$ cat config.mk
export PLATFORM = sky130hd
export DESIGN_NAME = voxel_face_mesher_with_ao
export DESIGN_NICKNAME = d
export VERILOG_FILES = /design/src/rtl/core/vfm_pkg.sv /design/src/rtl/core/vfm_front.sv /design/src/rtl/core/vfm_fifo.sv /design/src/rtl/core/vfm_back.sv /design/src/rtl/core/voxel_face_mesher_with_ao.sv
export VERILOG_INCLUDE_DIRS = /design/src /design/src/rtl/core
export SDC_FILE = /design/constraint.sdc
export NUM_CORES = 1
export LEC_CHECK = 0
export ABC_AREA = 0
export BUFFER_PORTS_ARGS = -buffer_cell sky130_fd_sc_hd__buf_2
export CORE_MARGIN = 4
export CORE_UTILIZATION = 25
export CTS_CLUSTER_SIZE = 24
export DETAILED_ROUTE_END_ITERATION = 10
export PLACE_DENSITY = 0.47
export SYNTH_ARGS = -nofsm -noshare
export SYNTH_HDL_FRONTEND = slang
export SYNTH_SLANG_ARGS = --single-unit
$ cat constraint.sdc
create_clock -name clk_i -period 8.7 [get_ports clk_i]
set_clock_uncertainty 0.1 [all_clocks]
set_input_delay 0 -clock clk_i [delete_from_list [all_inputs] [get_ports clk_i]]
set_output_delay 0 -clock clk_i [all_outputs]
set_load 0.1 [all_outputs]
$ cat src/rtl/core/voxel_face_mesher_with_ao_defines.svh
// ------------------------------------------------------------------------
// Assertion macros used by the back part of the voxel mesher RTL.
// ------------------------------------------------------------------------
`ifndef VOXEL_FACE_MESHER_WITH_AO_DEFINES_SVH
`define VOXEL_FACE_MESHER_WITH_AO_DEFINES_SVH

// Clocked assertion, disabled while reset is held.
`define VFM_ASSERT(label, prop, msg) \
  label: assert property (@(posedge clk_i) disable iff (!rst_ni) (prop)) else $error(msg);

// Condition that must never be true at a clock edge outside reset.
`define VFM_ASSERT_NEVER(label, cond, msg) \
  label: assert property (@(posedge clk_i) disable iff (!rst_ni) !(cond)) else $error(msg);

`endif

$ cat src/rtl/core/vfm_pkg.sv
`timescale 1ns / 1ps
// ------------------------------------------------------------------------
// vfm_pkg
// Types, constants and neighbor lookup helpers of the voxel face mesher.
// ------------------------------------------------------------------------
package vfm_pkg;

  localparam int unsigned NUM_FACES = 6;
  localparam int unsigned TEX_W     = 10;
  localparam int unsigned QUAD_W    = 18;
  localparam int unsigned COORD_W   = 5;
  localparam int unsigned POS_W     = 6;
  localparam int unsigned MASK_W    = 27;
  localparam int unsigned Q_DEPTH   = 4;
  localparam int unsigned Q_AW      = 2;

  localparam int unsigned POS_Y_SHIFT = 6;
  localparam int unsigned POS_Z_SHIFT = 12;
  localparam int unsigned VERT_SHIFT  = 18;
  localparam int unsigned AO_SHIFT    = 20;
  localparam int unsigned TEX_SHIFT   = 22;
  localparam logic [1:0]  AO_MAX      = 2'd3;

  // Corner offsets per face and vertex: bit 0 is x, bit 1 is y, bit 2 is z.
  localparam logic [2:0] CORNER_OFS [NUM_FACES][4] = '{
    '{3'b010, 3'b000, 3'b100, 3'b110},
    '{3'b001, 3'b011, 3'b111, 3'b101},
    '{3'b000, 3'b001, 3'b101, 3'b100},
    '{3'b011, 3'b010, 3'b110, 3'b111},
    '{3'b010, 3'b011, 3'b001, 3'b000},
    '{3'b100, 3'b101, 3'b111, 3'b110}
  };

  typedef struct packed {
    logic [COORD_W-1:0]           x;
    logic [COORD_W-1:0]           y;
    logic [COORD_W-1:0]           z;
    logic [NUM_FACES-1:0]         faces;
    logic [MASK_W-1:0]            clear;
    logic [NUM_FACES*TEX_W-1:0]   tex;
    logic [QUAD_W-1:0]            base;
  } vfm_entry_t;

  function automatic logic [2:0] corner_ofs(logic [2:0] f, logic [1:0] vert);
    logic [2:0] c;
    c = 3'b000;
    for (int i = 0; i < NUM_FACES; i++) begin
      if (f == 3'(i)) begin
        c = CORNER_OFS[i][vert];
      end
    end
    return c;
  endfunction

  // Bit of the neighbor mask for the layer outside face f, stepped along the
  // two in-plane axes toward the corner of vertex vert where requested.
  function automatic logic [4:0] nb_index(logic [2:0] f, logic [1:0] vert,
                                          logic use_v, logic use_w);
    int         d [3];
    int         u;
    int         v;
    int         w;
    logic [2:0] c;
    d[0] = 0;
    d[1] = 0;
    d[2] = 0;
    u = int'(f[2:1]);
    if (u > 2) begin
      u = 2;
    end
    v = (u == 2) ? 0 : u + 1;
    w = (u == 0) ? 2 : u - 1;
    c = corner_ofs(f, vert);
    d[u] = f[0] ? 1 : -1;
    if (use_v) begin
      d[v] = d[v] + (c[v] ? 1 : -1);
    end
    if (use_w) begin
      d[w] = d[w] + (c[w] ? 1 : -1);
    end
    return 5'((d[0] + 1) * 9 + (d[1] + 1) * 3 + (d[2] + 1));
  endfunction

endpackage

$ cat src/rtl/core/vfm_front.sv
`timescale 1ns / 1ps
// ------------------------------------------------------------------------
// vfm_front
// Accepts voxels, finds the visible faces and numbers their quads.
// ------------------------------------------------------------------------
module vfm_front import vfm_pkg::*; #(
  parameter int unsigned CHUNK_SIZE = 32
) (
  input  logic                       clk_i,
  input  logic                       rst_ni,
  input  logic                       in_valid_i,
  output logic                       in_ready_o,
  input  logic                       chunk_start_i,
  input  logic [COORD_W-1:0]         block_x_i,
  input  logic [COORD_W-1:0]         block_y_i,
  input  logic [COORD_W-1:0]         block_z_i,
  input  logic                       block_solid_i,
  input  logic [MASK_W-1:0]          neighbour_clear_i,
  input  logic [NUM_FACES*TEX_W-1:0] face_textures_i,
  input  logic                       q_ready_i,
  output logic                       q_push_o,
  output vfm_entry_t                 q_entry_o
);

  localparam logic [POS_W-1:0] LIMIT = POS_W'(CHUNK_SIZE);

  logic [QUAD_W-1:0]    quad_q, quad_d;
  logic [QUAD_W-1:0]    base;
  logic [NUM_FACES-1:0] faces;
  logic [2:0]           n_faces;
  logic                 in_chunk;
  logic                 take;

  assign in_chunk = ({1'b0, block_x_i} < LIMIT) && ({1'b0, block_y_i} < LIMIT) &&
                    ({1'b0, block_z_i} < LIMIT);

  always_comb begin
    n_faces = 3'd0;
    for (int f = 0; f < NUM_FACES; f++) begin
      faces[f] = block_solid_i && in_chunk &&
                 neighbour_clear_i[nb_index(3'(f), 2'd0, 1'b0, 1'b0)];
      n_faces  = n_faces + {2'b00, faces[f]};
    end
  end

  assign in_ready_o = q_ready_i;
  assign take       = in_valid_i && q_ready_i;
  assign base       = chunk_start_i ? '0 : quad_q;
  assign quad_d     = take ? base + QUAD_W'(n_faces) : quad_q;

  // A hidden or air voxel adds no quads to the counter and never enters the queue.
  assign q_push_o        = take && (faces != '0);
  assign q_entry_o.x     = block_x_i;
  assign q_entry_o.y     = block_y_i;
  assign q_entry_o.z     = block_z_i;
  assign q_entry_o.faces = faces;
  assign q_entry_o.clear = neighbour_clear_i;
  assign q_entry_o.tex   = face_textures_i;
  assign q_entry_o.base  = base;

  always_ff @(posedge clk_i or negedge rst_ni) begin
    if (!rst_ni) begin
      quad_q <= '0;
    end else begin
      quad_q <= quad_d;
    end
  end

endmodule

$ cat src/rtl/core/vfm_fifo.sv
`timescale 1ns / 1ps
// ------------------------------------------------------------------------
// vfm_fifo
// Short queue of classified voxels between the front and back parts.
// ------------------------------------------------------------------------
module vfm_fifo import vfm_pkg::*; (
  input  logic       clk_i,
  input  logic       rst_ni,
  input  logic       push_i,
  input  vfm_entry_t push_entry_i,
  output logic       ready_o,
  input  logic       pop_i,
  output logic       valid_o,
  output vfm_entry_t head_o
);

  vfm_entry_t      mem_q [Q_DEPTH];
  logic [Q_AW:0]   wr_q, wr_d;
  logic [Q_AW:0]   rd_q, rd_d;
  logic            full;
  logic            empty;

  assign empty   = (wr_q == rd_q);
  assign full    = (wr_q[Q_AW] != rd_q[Q_AW]) && (wr_q[Q_AW-1:0] == rd_q[Q_AW-1:0]);
  assign ready_o = !full;
  assign valid_o = !empty;
  assign head_o  = mem_q[rd_q[Q_AW-1:0]];

  assign wr_d = (push_i && !full) ? wr_q + 1'b1 : wr_q;
  assign rd_d = (pop_i && !empty) ? rd_q + 1'b1 : rd_q;

  always_ff @(posedge clk_i or negedge rst_ni) begin
    if (!rst_ni) begin
      wr_q <= '0;
      rd_q <= '0;
    end else begin
      wr_q <= wr_d;
      rd_q <= rd_d;
    end
  end

  always_ff @(posedge clk_i) begin
    if (push_i && !full) begin
      mem_q[wr_q[Q_AW-1:0]] <= push_entry_i;
    end
  end

endmodule

$ cat src/rtl/core/vfm_back.sv
`timescale 1ns / 1ps
// ------------------------------------------------------------------------
// vfm_back
// Walks the visible faces of one voxel and emits four vertex words each.
// ------------------------------------------------------------------------
`include "voxel_face_mesher_with_ao_defines.svh"

module vfm_back import vfm_pkg::*; (
  input  logic              clk_i,
  input  logic              rst_ni,
  input  logic              q_valid_i,
  input  vfm_entry_t        q_head_i,
  output logic              q_pop_o,
  output logic              out_valid_o,
  input  logic              out_ready_i,
  output logic [31:0]       vertex_word_o,
  output logic [QUAD_W-1:0] quad_index_o,
  output logic              last_o
);

  logic                 busy_q, busy_d;
  logic [NUM_FACES-1:0] rem_q, rem_d;
  logic [1:0]           vert_q, vert_d;
  logic [QUAD_W-1:0]    quad_q, quad_d;
  vfm_entry_t           cur_q;
  logic                 ov_q, ov_d;
  logic [31:0]          word_q;
  logic [QUAD_W-1:0]    qidx_q;
  logic                 last_q;

  logic [NUM_FACES-1:0] low;
  logic [2:0]           face;
  logic                 gen_en;
  logic                 last_vert;
  logic                 load;
  logic [2:0]           cofs;
  logic                 opa, opb, opc;
  logic [1:0]           ao;
  logic [TEX_W-1:0]     tex;
  logic [POS_W-1:0]     px, py, pz;
  logic [31:0]          word;

  assign low = rem_q & NUM_FACES'(~rem_q + 1'b1);

  always_comb begin
    face = 3'd0;
    tex  = '0;
    for (int f = NUM_FACES - 1; f >= 0; f--) begin
      if (low[f]) begin
        face = 3'(f);
      end
    end
    for (int f = 0; f < NUM_FACES; f++) begin
      if (face == 3'(f)) begin
        tex = cur_q.tex[f*TEX_W +: TEX_W];
      end
    end
  end

  assign gen_en    = busy_q && (!ov_q || out_ready_i);
  assign last_vert = (vert_q == 2'd3) && ((rem_q & ~low) == '0);
  assign load      = q_valid_i && (!busy_q || (gen_en && last_vert));
  assign q_pop_o   = load;

  // Occlusion from the two side neighbors and the diagonal of this corner.
  assign opa  = !cur_q.clear[nb_index(face, vert_q, 1'b1, 1'b0)];
  assign opb  = !cur_q.clear[nb_index(face, vert_q, 1'b0, 1'b1)];
  assign opc  = !cur_q.clear[nb_index(face, vert_q, 1'b1, 1'b1)];
  assign ao   = (opa && opb) ? 2'd0
              : AO_MAX - ({1'b0, opa} + {1'b0, opb} + {1'b0, opc});
  assign cofs = corner_ofs(face, vert_q);
  assign px   = {1'b0, cur_q.x} + {5'd0, cofs[0]};
  assign py   = {1'b0, cur_q.y} + {5'd0, cofs[1]};
  assign pz   = {1'b0, cur_q.z} + {5'd0, cofs[2]};
  assign word = 32'(px) | (32'(py) << POS_Y_SHIFT) | (32'(pz) << POS_Z_SHIFT)
              | (32'(vert_q) << VERT_SHIFT) | (32'(ao) << AO_SHIFT)
              | (32'(tex) << TEX_SHIFT);

  always_comb begin
    busy_d = busy_q;
    rem_d  = rem_q;
    vert_d = vert_q;
    quad_d = quad_q;
    priority if (load) begin
      busy_d = 1'b1;
      rem_d  = q_head_i.faces;
      vert_d = 2'd0;
      quad_d = q_head_i.base;
    end else if (gen_en && last_vert) begin
      busy_d = 1'b0;
    end else if (gen_en) begin
      vert_d = vert_q + 2'd1;
      if (vert_q == 2'd3) begin
        rem_d  = rem_q & ~low;
        quad_d = quad_q + 1'b1;
      end
    end
    ov_d = gen_en ? 1'b1 : (out_ready_i ? 1'b0 : ov_q);
  end

  always_ff @(posedge clk_i or negedge rst_ni) begin
    if (!rst_ni) begin
      busy_q <= 1'b0;
      rem_q  <= '0;
      vert_q <= '0;
      quad_q <= '0;
      ov_q   <= 1'b0;
    end else begin
      busy_q <= busy_d;
      rem_q  <= rem_d;
      vert_q <= vert_d;
      quad_q <= quad_d;
      ov_q   <= ov_d;
    end
  end

  always_ff @(posedge clk_i) begin
    if (load) begin
      cur_q <= q_head_i;
    end
    if (gen_en) begin
      word_q <= word;
      qidx_q <= quad_q;
      last_q <= last_vert;
    end
  end

  assign out_valid_o   = ov_q;
  assign vertex_word_o = word_q;
  assign quad_index_o  = qidx_q;
  assign last_o        = last_q;

  `VFM_ASSERT(a_load_busy, load |=> busy_q, "voxel load did not start work")
  `VFM_ASSERT_NEVER(a_busy_faces, busy_q && (rem_q == '0), "busy with no faces left")
  `VFM_ASSERT(a_gen_keeps, gen_en && !last_vert |=> busy_q, "work ended before last vertex")
  `VFM_ASSERT(a_gen_out, gen_en |=> ov_q, "generated vertex not presented")

endmodule

$ cat src/rtl/core/voxel_face_mesher_with_ao.sv
`timescale 1ns / 1ps
// ------------------------------------------------------------------------
// voxel_face_mesher_with_ao
// Voxel face culling mesher with per-vertex ambient occlusion.
// ------------------------------------------------------------------------
// Usage: one voxel is transferred per input handshake (in_valid_i /
// in_ready_o) with its coordinates, solid flag, 27-bit transparency mask of
// the 3x3x3 neighborhood and six face texture ids. Each visible face of a
// solid voxel inside the chunk yields four vertex words on the output channel
// (out_valid_o / out_ready_i), with the quad number and a last flag on the
// final word of the voxel.
// The first word of a voxel passes through the queue, the back part's voxel
// register and its output register before it becomes valid.
// Throughput: one word per cycle while the receiver is ready and voxels are
// queued. A voxel yields four words per visible face, up to 24; air or fully
// hidden voxels never reach the back part, since the front drops them. The
// word rate is set by the vertex generator in the back part.
// Reset clears the quad counter, the queue and the output valid flag.
// When the receiver stalls the output word holds, the back part waits, and
// the four-entry queue fills before in_ready_o drops.
// ------------------------------------------------------------------------
module voxel_face_mesher_with_ao import vfm_pkg::*; #(
  parameter int unsigned CHUNK_SIZE = 32
) (
  input  logic                       clk_i,
  input  logic                       rst_ni,
  input  logic                       in_valid_i,
  output logic                       in_ready_o,
  input  logic                       chunk_start_i,
  input  logic [COORD_W-1:0]         block_x_i,
  input  logic [COORD_W-1:0]         block_y_i,
  input  logic [COORD_W-1:0]         block_z_i,
  input  logic                       block_solid_i,
  input  logic [MASK_W-1:0]          neighbour_clear_i,
  input  logic [NUM_FACES*TEX_W-1:0] face_textures_i,
  output logic                       out_valid_o,
  input  logic                       out_ready_i,
  output logic [31:0]                vertex_word_o,
  output logic [QUAD_W-1:0]          quad_index_o,
  output logic                       last_o
);

  logic       q_push;
  logic       q_ready;
  vfm_entry_t q_entry;
  logic       q_valid;
  logic       q_pop;
  vfm_entry_t q_head;

  vfm_front #(
    .CHUNK_SIZE(CHUNK_SIZE)
  ) u_front (
    .clk_i             (clk_i),
    .rst_ni            (rst_ni),
    .in_valid_i        (in_valid_i),
    .in_ready_o        (in_ready_o),
    .chunk_start_i     (chunk_start_i),
    .block_x_i         (block_x_i),
    .block_y_i         (block_y_i),
    .block_z_i         (block_z_i),
    .block_solid_i     (block_solid_i),
    .neighbour_clear_i (neighbour_clear_i),
    .face_textures_i   (face_textures_i),
    .q_ready_i         (q_ready),
    .q_push_o          (q_push),
    .q_entry_o         (q_entry)
  );

  vfm_fifo u_fifo (
    .clk_i        (clk_i),
    .rst_ni       (rst_ni),
    .push_i       (q_push),
    .push_entry_i (q_entry),
    .ready_o      (q_ready),
    .pop_i        (q_pop),
    .valid_o      (q_valid),
    .head_o       (q_head)
  );

  vfm_back u_back (
    .clk_i         (clk_i),
    .rst_ni        (rst_ni),
    .q_valid_i     (q_valid),
    .q_head_i      (q_head),
    .q_pop_o       (q_pop),
    .out_valid_o   (out_valid_o),
    .out_ready_i   (out_ready_i),
    .vertex_word_o (vertex_word_o),
    .quad_index_o  (quad_index_o),
    .last_o        (last_o)
  );

endmodule
==> impl_metrics.ini <==
[synthesis]
ys_ff_latch = 709
synth-main-ff-cell = edfxtp_1
yosys_warnings = 0
synthDistinctLibCells = 68
synth_edf_count = 657
yosysTopAreaCell = edfxtp_1
synth.top_cell.area_share_pct = 68.1
async_flop_share_pct = 7.33
synthesis.area_um2 = 29000
synth_cells = 1561
synthTopCellsByArea = edfxtp_1 68%, mux4_2 10%, dfrtp_1 4.5%
ys_seq_area_share_pct = 72.5
syn_avg_cell_area_um2 = 18.6

[critical_path]
critical_path_required_ns = 9.07
path_max_fanout = 14
worst_path_max_delay_cell = fa_1
criticalPathCategory = reg2reg
r2r-start = u_back.rem_q[0]
cp-end-kind = flop
critPathMaxStageDelay_ns = 0.56
crit_top_cell = xnor2_1
ff2ff_path_depth = 27
cp.depth = 27
cp_top_family = adder cells
rrSetupSlack_ns = 0.57
worst-path-buf-inv = 3
crit_arrival_ns = 8.50
critPathLaunchType = flop
r2r_end = u_back.vertex_word_o[20]

[layout]
drive_gt1_share_pct = 24.1
fillers = 11100
syn_to_final_growth_pct = 22.3
nNetsFinal = 2093
regArea_um2 = 21000
multiInputGateArea_um2 = 7560

[timing]
drv_slew = 0
relSlewSlack_pct = 24.8
max_freq_ghz = 0.123
fin_crit_ns = 8.13
fin_crit_sh_pct = 93.5
worst_slew_pin_slew_ns = 1.12
setup_tns_ns = 0
hold_violations = 0
whs_ns = 0.0345
finalSetupViolations = 0
rsz0062_at_grt = false

[global_route]
grt_util_met2_pct = 19.0
busiest_layer = met2
grt_pass1_wl_um = 104000
grt_start_max_net_pins = 109
grt_pass1_vias = 16000
grt_use_met1_pct = 14.9
grt_overflow = 0
grtUsageMet3_pct = 2.48
grt_usage_pct = 11.3
antenna_found_initial = 18

[routing]
detail-route-antenna-nets = 0
wire_per_inst_um = 19.9
viasPerCell = 4.29
drt-initial-drc-count = 1086
first_pass_iters = 6
vias = 14900
totalWireLength_um = 69100
drc = 0

[clock_network]
cts-buffers-inserted = 80
clk_latency_ns = 0.63
cts.sinks = 709
h-tree-depth = 3
cts_tree = built
clk_pin_slew_ns = 0.06
root_buffer = clkbuf_16
post-cts-setup-buffer-count = 0
clock_path_buffers = 3

[status]
outcome = complete, no violations

[worst_hold_path]
holdPathEnd = u_fifo.mem_q[3][38]
hp-class = in2reg
worstHoldPathCells = 2
worstHoldStart = face_textures_i[20]

[floorplan]
initial_core_util_pct = 25.3
die-area_um2 = 121000
die_y_um = 349
die_w_um = 349
io_pins = 161
core_area_um2 = 115000
rows = 124

[placement]
gp_congestion = 0.797
dp.final_hpwl_um = 44100
io_buffer_count = 160

[flow_run]
max_cap_violations = 0
==> flip-flops by register name, summed over array words and instances, names as in the netlist <==
register and count:
u_back.quad_index_o 18, u_back.cur_q 102, u_fifo.rd_q 3, u_back.rem_q 6
u_fifo.mem_q 504, u_back.busy_q 1, u_back.last_o 1, u_back.out_valid_o 1
u_back.vert_q 2, u_front.quad_q 18, u_back.vertex_word_o 32, u_back.quad_q 18
u_fifo.wr_q 3
==> worst reg2reg max path, stage by stage, from the launching register on <==
cell and delay (ns):
dfrtp_1 0.46, or2_1 0.40, nor2_4 0.30, inv_2 0.19, o221ai_1 0.26, fa_1 0.55
or4_1 0.43, o211ai_1 0.20, a41o_1 0.27, ha_1 0.18, inv_1 0.06, xnor2_1 0.24
ha_1 0.29, fa_1 0.49, fa_1 0.53, fa_1 0.56, inv_1 0.06, fa_1 0.43
xnor2_1 0.20, xnor2_1 0.15, xnor2_1 0.15, xnor2_1 0.15, xnor2_1 0.16, xnor2_1 0.15
xnor2_1 0.16, mux2i_1 0.29, fa_1 0.44, a21oi_1 0.12
==> timing repair <==
action,CTS,global route
endpoints found under the setup margin,0,1
hold buffers,111,0
gates resized for setup,0,1
endpoints found under the hold margin,496,0
==> routing by layer <==
layer	wire length, um	vias up
met4	1100	6
met3	3420	75
met5	34	-
met1	30500	7744
li1	-	6803
met2	34100	276
==> cells in the mapped netlist, types with 18 or more instances <==
library cell	number
edfxtp_1	657
mux4_2	135
nand2_1	87
ha_1	70
xnor2_1	56
nor2_1	54
dfrtp_1	52
a21oi_1	50
inv_1	47
clkbuf_1	29
fa_1	25
nand3_1	25
o21ai_0	25
o21ai_1	23
xor2_1	23
nor2b_1	20
buf_2	18
==> cells in the final DEF (no fill, tap or decap), types with 7 or more instances in the layout <==
master,instances
mux4_2,135
edfxtp_1,657
xnor2_1,56
nor3_1,15
o21ai_1,23
o21ai_0,25
nand4_1,9
buf_4,18
conb_1,20
o22ai_1,10
a222oi_1,8
clkinv_2,18
xor2_1,23
nand3_1,25
ha_1,70
bufinv_16,7
nand2_1,87
clkinv_1,13
a21o_1,7
diode_2,13
buf_2,160
dfrtp_1,49
fa_1,25
mux2i_1,8
a21oi_1,50
clkbuf_1,8
inv_1,47
nor2_1,54
nor2b_1,20
clkbuf_16,82
dlygate4sd3_1,111
==> how the worst max path moves through the flow <==
stage	start	slack (ns)	to
final	u_back.rem_q[0]	0.57	u_back.vertex_word_o[20]
after global routing	u_back.rem_q[0]	0.05	u_back.vertex_word_o[20]
after CTS	u_back.rem_q[3]	0.45	u_back.vertex_word_o[20]
after detailed placement	u_back.rem_q[3]	0.51	u_back.vertex_word_o[20]
after global placement	u_back.rem_q[3]	0.76	u_back.vertex_word_o[20]
after floorplan	u_back.rem_q[2]	1.16	u_back.vertex_word_o[20]
==> final cells by class <==
cell class | count | area share [%]
Sequential cell | 709 | 59.4
Multi-Input combinational cell | 755 | 21.3
Clock buffer | 92 | 5.95
Timing Repair Buffer | 292 | 5.94
Tap cell | 1512 | 5.34
Clock inverter | 52 | 1.43
Inverter | 52 | 0.565
Antenna cell | 13 | 0.0918
==> metrics by stage <==
| step | utilization [%] | cell area, um2 | std cells | worst slack, ns |
|---|---|---|---|---|
| 2_1_floorplan | - | 29100 | 1579 | 1.16 |
| 3_3_place_gp | 27.6 | 31700 | 3209 | 0.755 |
| 3_5_place_dp | 27.6 | 31700 | 3209 | 0.505 |
| 4_1_cts | 30.9 | 35400 | 3464 | 0.445 |
| 5_1_grt | 30.9 | 35400 | 3468 | 0.0535 |
| 6_report | 30.9 | 35400 | 3477 | 0.570 |
==> cells by family after synthesis <==
group / after synthesis / synth area share [%]
other cells: 2 / 0.0259
mux: 147 / 10.9
xor+xnor: 79 / 2.39
flops: 709 / 72.5
fa+ha+maj: 96 / 4.78
compound gates: 158 / 3.41
buf+inv: 115 / 1.68
simple gates: 255 / 4.25
Power is left out: the tool's default activity adds up to more than one toggle a clock period on the data nets, which glitch-free logic cannot reach.
